<file path="config.mk">
export PLATFORM = sky130hd
export DESIGN_NAME = timed_trail_history_buffer_flat
export DESIGN_NICKNAME = d
export VERILOG_FILES = /design/src/hdl/tthb_pkg.sv /design/src/hdl/tthb_if.sv /design/src/hdl/tthb_mem.sv /design/src/hdl/timed_trail_history_buffer.sv /design/src/flat_wrapper.sv
export SDC_FILE = /design/constraint.sdc
export NUM_CORES = 2
export LEC_CHECK = 0
export BUFFER_PORTS_ARGS = -buffer_cell sky130_fd_sc_hd__buf_2
export CELL_PAD_IN_SITES_DETAIL_PLACEMENT = 0
export CELL_PAD_IN_SITES_GLOBAL_PLACEMENT = 1
export CORE_UTILIZATION = 35
export DETAILED_ROUTE_END_ITERATION = 10
export MAX_ROUTING_LAYER = met4
export PLACE_DENSITY = 0.57
export SLEW_MARGIN = 20
export SYNTH_ARGS = -nofsm -noshare
export SYNTH_HDL_FRONTEND = slang
export SYNTH_HIERARCHICAL = 1
export SYNTH_SLANG_ARGS = --single-unit
</file>
<file path="constraint.sdc">
create_clock -name i_clk -period 21.5 [get_ports i_clk]
set_clock_uncertainty 0.05 [all_clocks]
set_input_delay 1.075 -clock i_clk [delete_from_list [all_inputs] [get_ports i_clk]]
set_output_delay 1.075 -clock i_clk [all_outputs]
set_load 0.01 [all_outputs]
</file>
<file path="src/hdl/tthb_pkg.sv">
`timescale 1ns / 1ps
// ----------------------------------------------------------------------------
// Trail history package
// Shared constants, types and state codes for the timed trail history buffer.
// ----------------------------------------------------------------------------
package tthb_pkg;

    // Storage shape
    localparam int DEPTH       = 16;
    localparam int COORD_WIDTH = 32;
    localparam int ADDR_W      = $clog2(DEPTH);

    // Port field widths
    localparam int NOW_W     = 32;
    localparam int STAMP_W   = 32;
    localparam int COORD_IO_W = 32;
    localparam int INTEN_W   = 9;
    localparam int ALPHA_W   = 7;
    localparam int SLOT_W    = 4;
    localparam int CFG_W     = 16;

    // Timing constants in ms
    localparam logic [STAMP_W-1:0] EXPIRE_MS = 32'd30000;
    localparam logic [STAMP_W-1:0] FULL_MS   = 32'd20000;
    localparam logic [CFG_W-1:0]   SHIFT_RESET = 16'd2000;

    // Peak alpha: floor(intensity * 110 / 256), intensity capped at 1.0
    localparam logic [INTEN_W-1:0] INTEN_MAX   = 9'd256;
    localparam int                 PEAK_PROD_W = 16;
    localparam logic [PEAK_PROD_W-1:0] ALPHA_PEAK = 16'd110;
    localparam int                 PEAK_SHIFT  = 8;

    // Fade: floor(max_a * (30000 - age) / 10000) while age is above 20000.
    // The remaining time is then below 10000 and fits in DIFF_W bits.
    localparam int DIFF_W  = 14;
    localparam int PROD_W  = ALPHA_W + DIFF_W;
    // Divide by 10000 as a multiply by ceil(2^35 / 10000); exact for any
    // product below 2^21.
    localparam int RECIP_W   = 22;
    localparam int DIV_SHIFT = 35;
    localparam logic [RECIP_W-1:0] DIV_RECIP = 22'd3435974;
    localparam int MUL_W     = PROD_W + RECIP_W;

    // Action codes
    localparam logic ACT_REGISTER = 1'b0;
    localparam logic ACT_RENDER   = 1'b1;

    typedef logic signed [COORD_WIDTH-1:0] t_coord;

    typedef struct packed {
        t_coord x;
        t_coord y;
        t_coord z;
    } t_pos;

    typedef enum logic [2:0] {
        S_IDLE,
        S_REG_RD,
        S_REG_WR,
        S_RND_START,
        S_RND_SCAN,
        S_RND_DRAIN,
        S_RND_FLUSH
    } t_state;

    // Memory read request
    typedef struct packed {
        logic              en;
        logic [ADDR_W-1:0] addr;
    } t_mem_rd;

    // Memory write request
    typedef struct packed {
        logic               stamp_we;
        logic               pos_we;
        logic [ADDR_W-1:0]  addr;
        logic [STAMP_W-1:0] stamp;
        t_pos               pos;
    } t_mem_wr;

    // Slot expiry (drops the entry's valid bit)
    typedef struct packed {
        logic              en;
        logic [ADDR_W-1:0] addr;
    } t_mem_clr;

endpackage

</file>
<file path="src/hdl/tthb_if.sv">
`timescale 1ns / 1ps
// ----------------------------------------------------------------------------
// Trail history channels
// Valid/ready channels for request words and result words.
// ----------------------------------------------------------------------------
interface tthb_req_if;
    logic                                   valid;
    logic                                   ready;
    logic                                   action;
    logic [tthb_pkg::NOW_W-1:0]             now_ms;
    logic signed [tthb_pkg::COORD_IO_W-1:0] pos_x;
    logic signed [tthb_pkg::COORD_IO_W-1:0] pos_y;
    logic signed [tthb_pkg::COORD_IO_W-1:0] pos_z;
    logic [tthb_pkg::INTEN_W-1:0]           intensity;

    modport source (
        output valid, action, now_ms, pos_x, pos_y, pos_z, intensity,
        input  ready
    );
    modport sink (
        input  valid, action, now_ms, pos_x, pos_y, pos_z, intensity,
        output ready
    );
endinterface

interface tthb_res_if;
    logic                                   valid;
    logic                                   ready;
    logic signed [tthb_pkg::COORD_IO_W-1:0] out_x;
    logic signed [tthb_pkg::COORD_IO_W-1:0] out_y;
    logic signed [tthb_pkg::COORD_IO_W-1:0] out_z;
    logic [tthb_pkg::ALPHA_W-1:0]           alpha;
    logic [tthb_pkg::SLOT_W-1:0]            slot;
    logic                                   valid_res;
    logic                                   last;

    modport source (
        output valid, out_x, out_y, out_z, alpha, slot, valid_res, last,
        input  ready
    );
    modport sink (
        input  valid, out_x, out_y, out_z, alpha, slot, valid_res, last,
        output ready
    );
endinterface

</file>
<file path="src/hdl/tthb_mem.sv">
`timescale 1ns / 1ps
// ----------------------------------------------------------------------------
// Trail history storage
// Stamp and position memories with one registered read port, one write
// port and per-entry valid bits; an invalid entry reads as stamp zero.
// ----------------------------------------------------------------------------
module tthb_mem (
    input  logic                            i_clk,
    input  logic                            i_rst_n,
    input  tthb_pkg::t_mem_rd               i_rd,
    input  tthb_pkg::t_mem_wr               i_wr,
    input  tthb_pkg::t_mem_clr              i_clr,
    output logic [tthb_pkg::STAMP_W-1:0]    o_stamp,
    output tthb_pkg::t_pos                  o_pos
);
    import tthb_pkg::*;

    logic [STAMP_W-1:0] r_stamp_mem [DEPTH];
    t_pos               r_pos_mem   [DEPTH];
    logic [DEPTH-1:0]   r_vld;
    logic [STAMP_W-1:0] r_rd_stamp;
    t_pos               r_rd_pos;
    logic               r_rd_vld;

    // Stamp memory
    always_ff @(posedge i_clk) begin
        if (i_wr.stamp_we) begin
            r_stamp_mem[i_wr.addr] <= i_wr.stamp;
        end
        if (i_rd.en) begin
            r_rd_stamp <= r_stamp_mem[i_rd.addr];
        end
    end

    // Position memory
    always_ff @(posedge i_clk) begin
        if (i_wr.pos_we) begin
            r_pos_mem[i_wr.addr] <= i_wr.pos;
        end
        if (i_rd.en) begin
            r_rd_pos <= r_pos_mem[i_rd.addr];
        end
    end

    // Valid bits: all slots empty after reset
    always_ff @(posedge i_clk) begin
        if (!i_rst_n) begin
            r_vld    <= '0;
            r_rd_vld <= 1'b0;
        end else begin
            if (i_clr.en) begin
                r_vld[i_clr.addr] <= 1'b0;
            end
            if (i_wr.stamp_we) begin
                r_vld[i_wr.addr] <= 1'b1;
            end
            if (i_rd.en) begin
                r_rd_vld <= r_vld[i_rd.addr];
            end
        end
    end

    assign o_stamp = r_rd_vld ? r_rd_stamp : '0;
    assign o_pos   = r_rd_pos;

endmodule

</file>
<file path="src/hdl/timed_trail_history_buffer.sv">
`timescale 1ns / 1ps
// Register word: accept, read slot 0, write back; the next word is taken after the write back.
// Render word: one slot read per cycle while the result side does not stall, four pipeline
//   stages, one final word; the next word is taken once the final word is in the output register.
// A zero peak alpha skips the scan: one empty word, through the start and flush states.
// Synchronous active-low reset empties every slot at once (valid bits, no clearing
// pass) and sets the shift interval to 2000 ms.
// ----------------------------------------------------------------------------
// Timed trail history buffer
// Circular history of timestamped points; register words push or overwrite
// the newest slot, render words scan, expire and emit faded live points.
// ----------------------------------------------------------------------------
module timed_trail_history_buffer (
    input  logic                        i_clk,
    input  logic                        i_rst_n,
    tthb_req_if.sink                    i_req,
    tthb_res_if.source                  o_res,
    input  logic                        i_cfg_we,
    input  logic [tthb_pkg::CFG_W-1:0]  i_cfg_wdata
);
    import tthb_pkg::*;

    localparam logic [ADDR_W-1:0] IDX_LAST  = ADDR_W'(DEPTH - 1);
    localparam logic [ADDR_W:0]   DEPTH_EXT = (ADDR_W + 1)'(DEPTH);

    t_state r_state, n_state;

    logic [CFG_W-1:0]   r_shift_ms;
    logic [ADDR_W-1:0]  r_head;
    logic [NOW_W-1:0]   r_now;
    t_pos               r_pos;
    logic [ALPHA_W-1:0] r_max_a;
    logic [ADDR_W-1:0]  r_idx;

    // Scan pipeline stages
    logic               r_s1_vld;
    logic [ADDR_W-1:0]  r_s1_idx;
    logic [ADDR_W-1:0]  r_s1_addr;
    logic               r_s2_vld, r_s2_live, r_s2_full;
    logic [DIFF_W-1:0]  r_s2_diff;
    t_pos               r_s2_pos;
    logic [ADDR_W-1:0]  r_s2_idx;
    logic               r_s3_vld, r_s3_live, r_s3_full;
    logic [PROD_W-1:0]  r_s3_prod;
    t_pos               r_s3_pos;
    logic [ADDR_W-1:0]  r_s3_idx;
    logic               r_s4_vld, r_s4_live;
    logic [ALPHA_W-1:0] r_s4_alpha;
    t_pos               r_s4_pos;
    logic [ADDR_W-1:0]  r_s4_idx;

    // Held-back live result, so the final one can carry last
    logic               r_pd_vld;
    logic [ALPHA_W-1:0] r_pd_alpha;
    t_pos               r_pd_pos;
    logic [ADDR_W-1:0]  r_pd_idx;

    // Output register
    logic               r_o_vld;
    t_pos               r_o_pos;
    logic [ALPHA_W-1:0] r_o_alpha;
    logic [ADDR_W-1:0]  r_o_idx;
    logic               r_o_res;
    logic               r_o_last;

    logic               req_acc;
    logic               adv;
    logic               issue;
    logic               pipe_empty;
    logic [ADDR_W:0]    addr_sum;
    logic [ADDR_W-1:0]  scan_addr;
    logic [ADDR_W-1:0]  head_dec;
    logic [STAMP_W-1:0] mem_stamp;
    t_pos               mem_pos;
    t_mem_rd            mem_rd;
    t_mem_wr            mem_wr;
    t_mem_clr           mem_clr;
    logic [STAMP_W-1:0] age0;
    logic               reg_shift;
    logic [STAMP_W-1:0] s1_age;
    logic [STAMP_W-1:0] s1_rem;
    logic               s1_live;
    logic               s1_full;
    logic [MUL_W-1:0]   s3_mul;
    logic [INTEN_W-1:0] inten_c;
    logic [PEAK_PROD_W-1:0] peak_prod;
    logic               push_mid;
    logic               push_fin;

    assign req_acc       = i_req.valid && i_req.ready;
    assign i_req.ready   = (r_state == S_IDLE);
    assign adv           = !r_o_vld || o_res.ready;
    assign issue         = (r_state == S_RND_SCAN) && adv;
    assign pipe_empty    = !r_s1_vld && !r_s2_vld && !r_s3_vld && !r_s4_vld;

    // Logical slot to physical entry, modulo DEPTH
    assign addr_sum  = {1'b0, r_head} + {1'b0, r_idx};
    assign scan_addr = (addr_sum >= DEPTH_EXT) ? ADDR_W'(addr_sum - DEPTH_EXT)
                                               : addr_sum[ADDR_W-1:0];
    assign head_dec  = (r_head == '0) ? IDX_LAST : r_head - 1'b1;

    // Peak alpha of a render word
    assign inten_c   = (i_req.intensity > INTEN_MAX) ? INTEN_MAX : i_req.intensity;
    assign peak_prod = PEAK_PROD_W'(inten_c) * ALPHA_PEAK;

    // Slot 0 age check for a register word
    assign age0      = r_now - mem_stamp;
    assign reg_shift = (mem_stamp != '0) && (age0 > STAMP_W'(r_shift_ms));

    // Stage 1: liveness and remaining fade time
    assign s1_age  = r_now - mem_stamp;
    assign s1_live = (mem_stamp != '0) && (s1_age <= EXPIRE_MS);
    assign s1_full = (s1_age <= FULL_MS);
    assign s1_rem  = EXPIRE_MS - s1_age;

    // Stage 3: divide by the fade window through the reciprocal
    assign s3_mul = MUL_W'(r_s3_prod) * MUL_W'(DIV_RECIP);

    // Result pushes
    assign push_mid = adv && r_s4_vld && r_s4_live && r_pd_vld;
    assign push_fin = adv && (r_state == S_RND_FLUSH);

    tthb_mem u_mem (
        .i_clk   (i_clk),
        .i_rst_n (i_rst_n),
        .i_rd    (mem_rd),
        .i_wr    (mem_wr),
        .i_clr   (mem_clr),
        .o_stamp (mem_stamp),
        .o_pos   (mem_pos)
    );

    // Next state
    always_comb begin
        n_state = r_state;
        unique case (r_state)
            S_IDLE: begin
                if (req_acc) begin
                    n_state = (i_req.action == ACT_RENDER) ? S_RND_START : S_REG_RD;
                end
            end
            S_REG_RD:    n_state = S_REG_WR;
            S_REG_WR:    n_state = S_IDLE;
            S_RND_START: n_state = (r_max_a == '0) ? S_RND_FLUSH : S_RND_SCAN;
            S_RND_SCAN: begin
                if (issue && (r_idx == IDX_LAST)) begin
                    n_state = S_RND_DRAIN;
                end
            end
            S_RND_DRAIN: begin
                if (pipe_empty) begin
                    n_state = S_RND_FLUSH;
                end
            end
            S_RND_FLUSH: begin
                if (adv) begin
                    n_state = S_IDLE;
                end
            end
            default: n_state = S_IDLE;
        endcase
    end

    // Memory control
    always_comb begin
        mem_rd       = '0;
        mem_wr       = '0;
        mem_clr      = '0;
        mem_wr.stamp = r_now;
        mem_wr.pos   = r_pos;
        unique case (r_state)
            S_REG_RD: begin
                mem_rd.en   = 1'b1;
                mem_rd.addr = r_head;
            end
            S_REG_WR: begin
                mem_wr.pos_we   = 1'b1;
                mem_wr.stamp_we = reg_shift || (mem_stamp == '0);
                mem_wr.addr     = reg_shift ? head_dec : r_head;
            end
            S_RND_SCAN: begin
                mem_rd.en   = issue;
                mem_rd.addr = scan_addr;
            end
            default: begin
                mem_rd = '0;
            end
        endcase
        // expire a slot as it leaves stage 1
        mem_clr.en   = r_s1_vld && adv && !s1_live;
        mem_clr.addr = r_s1_addr;
    end

    // State, configuration and history head
    always_ff @(posedge i_clk) begin
        if (!i_rst_n) begin
            r_state    <= S_IDLE;
            r_shift_ms <= SHIFT_RESET;
            r_head     <= '0;
        end else begin
            r_state <= n_state;
            if (i_cfg_we) begin
                r_shift_ms <= i_cfg_wdata;
            end
            if ((r_state == S_REG_WR) && reg_shift) begin
                r_head <= head_dec;
            end
        end
    end

    // Captured request word and scan counter
    always_ff @(posedge i_clk) begin
        if (req_acc) begin
            r_now   <= i_req.now_ms;
            r_pos.x <= t_coord'(i_req.pos_x[COORD_WIDTH-1:0]);
            r_pos.y <= t_coord'(i_req.pos_y[COORD_WIDTH-1:0]);
            r_pos.z <= t_coord'(i_req.pos_z[COORD_WIDTH-1:0]);
            r_max_a <= ALPHA_W'(peak_prod >> PEAK_SHIFT);
        end
        if (r_state == S_RND_START) begin
            r_idx <= '0;
        end else if (issue) begin
            r_idx <= r_idx + 1'b1;
        end
    end

    // Pipeline valids
    always_ff @(posedge i_clk) begin
        if (!i_rst_n) begin
            r_s1_vld <= 1'b0;
            r_s2_vld <= 1'b0;
            r_s3_vld <= 1'b0;
            r_s4_vld <= 1'b0;
        end else if (adv) begin
            r_s1_vld <= (r_state == S_RND_SCAN);
            r_s2_vld <= r_s1_vld;
            r_s3_vld <= r_s2_vld;
            r_s4_vld <= r_s3_vld;
        end
    end

    // Pipeline payload
    always_ff @(posedge i_clk) begin
        if (adv) begin
            r_s1_idx   <= r_idx;
            r_s1_addr  <= scan_addr;
            r_s2_live  <= s1_live;
            r_s2_full  <= s1_full;
            r_s2_diff  <= s1_rem[DIFF_W-1:0];
            r_s2_pos   <= mem_pos;
            r_s2_idx   <= r_s1_idx;
            r_s3_live  <= r_s2_live;
            r_s3_full  <= r_s2_full;
            r_s3_prod  <= PROD_W'(r_max_a) * PROD_W'(r_s2_diff);
            r_s3_pos   <= r_s2_pos;
            r_s3_idx   <= r_s2_idx;
            r_s4_live  <= r_s3_live;
            r_s4_alpha <= r_s3_full ? r_max_a : s3_mul[DIV_SHIFT +: ALPHA_W];
            r_s4_pos   <= r_s3_pos;
            r_s4_idx   <= r_s3_idx;
        end
    end

    // Held-back result
    always_ff @(posedge i_clk) begin
        if (!i_rst_n) begin
            r_pd_vld <= 1'b0;
        end else if (adv && r_s4_vld && r_s4_live) begin
            r_pd_vld <= 1'b1;
        end else if (push_fin) begin
            r_pd_vld <= 1'b0;
        end
    end

    always_ff @(posedge i_clk) begin
        if (adv && r_s4_vld && r_s4_live) begin
            r_pd_alpha <= r_s4_alpha;
            r_pd_pos   <= r_s4_pos;
            r_pd_idx   <= r_s4_idx;
        end
    end

    // Output register
    always_ff @(posedge i_clk) begin
        if (!i_rst_n) begin
            r_o_vld <= 1'b0;
        end else if (push_mid || push_fin) begin
            r_o_vld <= 1'b1;
        end else if (o_res.ready) begin
            r_o_vld <= 1'b0;
        end
    end

    always_ff @(posedge i_clk) begin
        if (push_mid || (push_fin && r_pd_vld)) begin
            r_o_pos   <= r_pd_pos;
            r_o_alpha <= r_pd_alpha;
            r_o_idx   <= r_pd_idx;
            r_o_res   <= 1'b1;
            r_o_last  <= push_fin;
        end else if (push_fin) begin
            // nothing live: one empty word
            r_o_pos   <= '0;
            r_o_alpha <= '0;
            r_o_idx   <= '0;
            r_o_res   <= 1'b0;
            r_o_last  <= 1'b1;
        end
    end

    assign o_res.valid     = r_o_vld;
    assign o_res.out_x     = COORD_IO_W'(r_o_pos.x);
    assign o_res.out_y     = COORD_IO_W'(r_o_pos.y);
    assign o_res.out_z     = COORD_IO_W'(r_o_pos.z);
    assign o_res.alpha     = r_o_alpha;
    assign o_res.slot      = SLOT_W'(r_o_idx);
    assign o_res.valid_res = r_o_res;
    assign o_res.last      = r_o_last;

endmodule

</file>
<file path="src/flat_wrapper.sv">
// flat-port wrapper written by rule: the top's interface ports become plain ports
module timed_trail_history_buffer_flat import tthb_pkg::*;
  (i_clk, i_rst_n, i_cfg_we, i_cfg_wdata, i_req_valid, i_req_action, i_req_now_ms, i_req_pos_x, i_req_pos_y, i_req_pos_z, i_req_intensity, i_req_ready, o_res_valid, o_res_out_x, o_res_out_y, o_res_out_z, o_res_alpha, o_res_slot, o_res_valid_res, o_res_last, o_res_ready);
  tthb_req_if i_req_i ();
  tthb_res_if o_res_i ();
  input  logic i_clk;
  input  logic i_rst_n;
  input  logic i_cfg_we;
  input  logic [tthb_pkg::CFG_W-1:0] i_cfg_wdata;
  input wire logic [$bits(i_req_i.valid)-1:0] i_req_valid;
  input wire logic [$bits(i_req_i.action)-1:0] i_req_action;
  input wire logic [$bits(i_req_i.now_ms)-1:0] i_req_now_ms;
  input wire logic [$bits(i_req_i.pos_x)-1:0] i_req_pos_x;
  input wire logic [$bits(i_req_i.pos_y)-1:0] i_req_pos_y;
  input wire logic [$bits(i_req_i.pos_z)-1:0] i_req_pos_z;
  input wire logic [$bits(i_req_i.intensity)-1:0] i_req_intensity;
  output wire logic [$bits(i_req_i.ready)-1:0] i_req_ready;
  output wire logic [$bits(o_res_i.valid)-1:0] o_res_valid;
  output wire logic [$bits(o_res_i.out_x)-1:0] o_res_out_x;
  output wire logic [$bits(o_res_i.out_y)-1:0] o_res_out_y;
  output wire logic [$bits(o_res_i.out_z)-1:0] o_res_out_z;
  output wire logic [$bits(o_res_i.alpha)-1:0] o_res_alpha;
  output wire logic [$bits(o_res_i.slot)-1:0] o_res_slot;
  output wire logic [$bits(o_res_i.valid_res)-1:0] o_res_valid_res;
  output wire logic [$bits(o_res_i.last)-1:0] o_res_last;
  input wire logic [$bits(o_res_i.ready)-1:0] o_res_ready;
  assign i_req_i.valid = i_req_valid;
  assign i_req_i.action = i_req_action;
  assign i_req_i.now_ms = i_req_now_ms;
  assign i_req_i.pos_x = i_req_pos_x;
  assign i_req_i.pos_y = i_req_pos_y;
  assign i_req_i.pos_z = i_req_pos_z;
  assign i_req_i.intensity = i_req_intensity;
  assign i_req_ready = i_req_i.ready;
  assign o_res_valid = o_res_i.valid;
  assign o_res_out_x = o_res_i.out_x;
  assign o_res_out_y = o_res_i.out_y;
  assign o_res_out_z = o_res_i.out_z;
  assign o_res_alpha = o_res_i.alpha;
  assign o_res_slot = o_res_i.slot;
  assign o_res_valid_res = o_res_i.valid_res;
  assign o_res_last = o_res_i.last;
  assign o_res_i.ready = o_res_ready;
  timed_trail_history_buffer u_core (.i_clk(i_clk), .i_rst_n(i_rst_n), .i_req(i_req_i), .o_res(o_res_i), .i_cfg_we(i_cfg_we), .i_cfg_wdata(i_cfg_wdata));
endmodule
</file>
## Word-level counts from Yosys, hierarchy flattened

Memory sizes are Yosys's and may differ from the RTL's. A register that Yosys moved wholly into a read port is not among the register bits.
Cells that the tools add are included.

- Output and inout bits: 111
- Word-level logic and storage cells: 163
- Memories kept: 2
- Bits in registers: 756
- Memory bits (writable): 2048

Memories:

| name | depth | bits a word | read ports | clocked after memory_dff | wr ports | line | text |
|---|---|---|---|---|---|---|---|
| u_core.u_mem.r_pos_mem | 16 | 96 | 1 | 1 | 1 | tthb_mem.sv:19 | `t_pos r_pos_mem [DEPTH];` |
| u_core.u_mem.r_stamp_mem | 16 | 32 | 1 | 1 | 1 | tthb_mem.sv:18 | `logic [STAMP_W-1:0] r_stamp_mem [DEPTH];` |

- Equality and inequality tests: 11
- $mul: 3
- Reduce and logical (&&, ||, !) cells: 37
- $add $sub $neg: 6
- Mux-type cells: 40
- Bitwise gates (word level): 3
- Order comparisons: 10

Operator list:

| kind | number |
|---|---|
| 2-to-1 mux 96 bit | 2 |
| less-or-equal comparator 32 x 15 -> 1 bit (second input constant) | 2 |
| 2-to-1 mux 16 bit | 3 |
| multiplier 21 x 21 -> 41 bit (second input constant) | 1 |
| greater-than comparator 32 x 16 -> 1 bit | 1 |
| logical NOT 32 bit | 1 |
| 2-to-1 mux 32 bit | 1 |
| nonzero test 32 bit | 1 |
| subtractor 32 bit | 1 |
| multiplier 7 x 14 -> 21 bit | 1 |
| 2-to-1 mux 7 bit | 3 |
| 2-to-1 mux 4 bit | 5 |
| logical AND 1 bit | 18 |
| case mux 3 bit (6 select lines) | 1 |
| AND 16 bit | 1 |
| NOT 16 bit | 1 |
| OR 16 bit | 1 |
| less-than comparator 4 x 5 -> 1 bit (second input constant) | 3 |
| multiplier 9 x 6 -> 14 bit (second input constant) | 1 |
| subtractor 14 bit (first input constant) | 1 |
| 2-to-1 mux 1 bit | 13 |
| 2-to-1 mux 3 bit | 4 |
| case mux 5 bit (2 select lines) | 1 |
| == test 3 bit (second input constant) | 3 |
| other kinds (23) | 40 |

## Longest topological paths before layout

- Depth after elaboration: 12
- Gate-level depth with buffers: 26
- Gate-level depth less buffers: 25

## By module

The synthesis kept the hierarchy.

By module, submodules not included:

| module | cells an instance | sequential area each (sq um) | times used | area each (sq um) |
|---|---|---|---|---|
| tthb_mem | 3245 | 65683.0 | 1 | 82171.3 |
| timed_trail_history_buffer | 2662 | 21851.0 | 1 | 37621.1 |

## Least setup slack after synthesis

OpenSTA, ideal clock, no wires.

- Path kind: input -> register
- Start point: input o_res_ready
- End point: register u_core.u_mem.r_rd_vld
- Library setup time: 0.079 ns
- Setup slack: 5.160 ns
- Path buffers: 1
- Arrival time: 16.211 ns
- Data required time: 21.371 ns
- Cell stages on the path: 9
- Cells stage by stage: nor2b_1 -> clkbuf_1 -> inv_1 -> nand2_1 -> a21oi_1 -> nand3_1 -> a221oi_1 -> nor2_1 -> o211ai_1

RTL lines:

| element | line | text |
|---|---|---|
| start, declared | flat_wrapper.sv:26 | `input wire logic [$bits(o_res_i.ready)-1:0] o_res_ready;` |
| end signal, assigned | tthb_mem.sv:58 | `r_rd_vld <= r_vld[i_rd.addr];` |
| end, declared | tthb_mem.sv:23 | `logic r_rd_vld;` |

==> results.json <==
{
  "syn_to_final_growth_pct": 14.4,
  "grt_usage_pct": 17.3,
  "hold_viol_final": 0,
  "cp.arrival_ns": 9.08,
  "die-area_sq_um": 345000,
  "numPortBuffers": 269,
  "synthesis.area_sq_um": 120000,
  "h-tree-depth": 5,
  "outcome": "finished, violations left",
  "pre_cts_slack_ns": 12.90,
  "synth_ff_type": "edfxtp_1",
  "nNetsFinal": 7080,
  "holdBufCountCts": 0,
  "layout_common_cells": "2881 x edfxtp_1, 605 x mux4_2, 446 x inv_1, 326 x clkbuf_16, 309 x ha_1",
  "yosys.area.top_type": "edfxtp_1",
  "cts_made_buffers": 322,
  "grt_antenna_before_repair": 30,
  "ys_types": 77,
  "startpoint_type": "flop",
  "setup_viol": 0,
  "firstDrtPassIters": 9,
  "critPathSlowestCell": "buf_4",
  "grt_max_degree": 153,
  "routed_via_density": 5.01,
  "critPathMaxStageDelay_ns": 0.78,
  "hp-class": "in -> reg",
  "n_fill_cell": 30400,
  "clock-sinks": 2932,
  "crit_path_max_fanout": 41,
  "synth_cells": 5907,
  "grt_pass1_wl_mm": 423,
  "wirelength_mm": 289,
  "cts_tree": "yes",
  "core-area_sq_um": 340000,
  "dieHeight_um": 587,
  "drv_slew": 0,
  "synth_area_leaders": "edfxtp_1 72%, mux4_2 11%, fa_1 3.8%",
  "required_ns": 21.93,
  "rows": 214,
  "cts_buffer_depth": 4,
  "fmax_mhz": 116,
  "maxCapViolations": 0,
  "post_cts_buffers": 0,
  "post_cts_resized": 0,
  "grt_overflow": 0,
  "drc": 26,
  "path_class": "reg -> reg",
  "gp_congestion": 0.814,
  "violations": "design-rule violations",
  "seq_area_frac_synth_pct": 73.1,
  "antenna_left": 0,
  "die_width_um": 587,
  "cts_root_buf": "clkbuf_16",
  "routedWlPerCell_um": 25.8,
  "hpwlAfterDp_mm": 171,
  "regArea_sq_um": 87500,
  "ys_ff_latch": 2932,
  "start_util_pct": 35.2,
  "end_kind": "flop",
  "crit_family": "compound AO/OA/AOI/OAI gates",
  "ioPinCount": 270,
  "grt_setup_unrepaired": "false",
  "synth_nets": 6605,
  "synth_area_per_cell_sq_um": 20.3,
  "clk_latency_ns": 0.91,
  "drtIter0Drc": 4349,
  "tightest_slew_ns": 1.19,
  "drive_gt1_share_pct": 22.6,
  "layout_setup_ws_ns": 12.86,
  "synth-async-reset-ratio_pct": 0,
  "routed-via-count": 56000,
  "synth_top_area_share_pct": 72.2,
  "fin_crit_ns": 8.64,
  "clk_pin_slew_ns": 0.06,
  "finalSetupTns_ns": 0,
  "timing.final.crit_share_pct": 40.2,
  "mostFrequentLayoutCell": "edfxtp_1",
  "multiInputGateArea_sq_um": 29700,
  "slew-limit-headroom_pct": 20.6,
  "grt_pass1_vias": 59700,
  "ys_warn_count": 6,
  "synth_edf_count": 2881,
  "cp_num_buf_inv": 4
}
==> worst paths after layout <==
kind                              start                             end  slack, ns  cells after the start
hold / removal           i_req_pos_x[4]               u_core/mem_wr[68]       0.28                      1
setup reg to reg  u_core/u_mem/r_rd_vld  u_core/u_mem/r_pos_mem[14][10]      12.86                     26
hold reg to reg   u_core/u_mem/o_pos[3]              u_core/r_s2_pos[3]       0.36                      0
setup / recovery  u_core/u_mem/r_rd_vld  u_core/u_mem/r_pos_mem[14][10]      12.86                     26
==> routing by layer <==
metal	track usage, %	up-vias	wire length [um]
met5	-	-	0
met4	3.75	0	5890
li1	-	24200	-
met2	27.8	1310	141000
met1	23.4	30100	129000
met3	2.38	353	13200
==> sequential cells by signal, summed over array words and instances, names as in the netlist, 7 cells and up <==
signal                    count
u_core/o_res.alpha            7
u_core/r_now                 32
u_core/u_mem/r_stamp_mem    512
u_core/r_s3_prod             21
u_core/r_s4_alpha             7
u_core/o_res.out_x           32
u_core/o_res.out_z           32
u_core/r_s3_pos              96
u_core/r_shift_ms            16
u_core/u_mem/r_vld           16
u_core/u_mem/r_pos_mem     1536
u_core/r_pd_alpha             7
u_core/r_max_a                7
u_core/r_s4_pos              96
u_core/o_res.out_y           32
u_core/u_mem/o_pos           96
u_core/r_s2_pos              96
u_core/mem_wr                96
u_core/u_mem/r_rd_stamp      32
u_core/r_pd_pos              96
u_core/r_s2_diff             14
==> Yosys cell counts, drive strengths merged, types with 7 or more instances <==
library cell     n
buf            103
nor3            24
nand2b          22
inv            447
o21a            44
a31oi            7
a21oi          129
ha             309
a21boi           9
clkbuf         108
nor2b           66
a211oi          42
o21ai           61
nand3b           7
nor2            88
nand3           16
mux2i           59
dfxtp           51
or2              9
a21o            29
and2           194
nor4            10
xnor2           54
nand2          152
o211ai          12
nand4           29
fa             230
edfxtp        2881
xor2            28
mux4           605
==> area by class of cell <==
class,instances,share of cell area [%]
Antenna cell,10,0.0183
Clock buffer,388,6.16
Clock inverter,190,1.34
Inverter,447,1.23
Multi-Input combinational cell,2317,21.7
Sequential cell,2932,63.9
Tap cell,4536,4.14
Timing Repair Buffer,362,1.58
==> cells by family (layout without fill, tap and decap cells) <==
kind of cell,after synthesis,count (layout),share of synthesized area (%)
compound gates,394,394,2.18
mux,666,666,11.9
other cells,1,11,0.00313
flops,2932,2932,73.1
fa+ha+maj,539,539,7.07
simple gates,635,635,2.81
buf+inv,658,1387,2.38
xor+xnor,82,82,0.600
==> metrics by stage <==
| stage | std cells | cell area (sq um) | hold WS [ns] | utilization, % |
|---|---|---|---|---|
| floorplan | 5907 | 120000 | 0.350 | - |
| global placement | 10600 | 127000 | 0.351 | 37.3 |
| detailed placement | 10600 | 127000 | 0.355 | 37.3 |
| CTS | 11200 | 137000 | 0.200 | 40.3 |
| global route | 11200 | 137000 | 0.234 | 40.3 |
| finish | 11200 | 137000 | 0.280 | 40.3 |
Power is not shown: default switching activity piles up to over one toggle a cycle in this logic, so the estimate is an artifact.
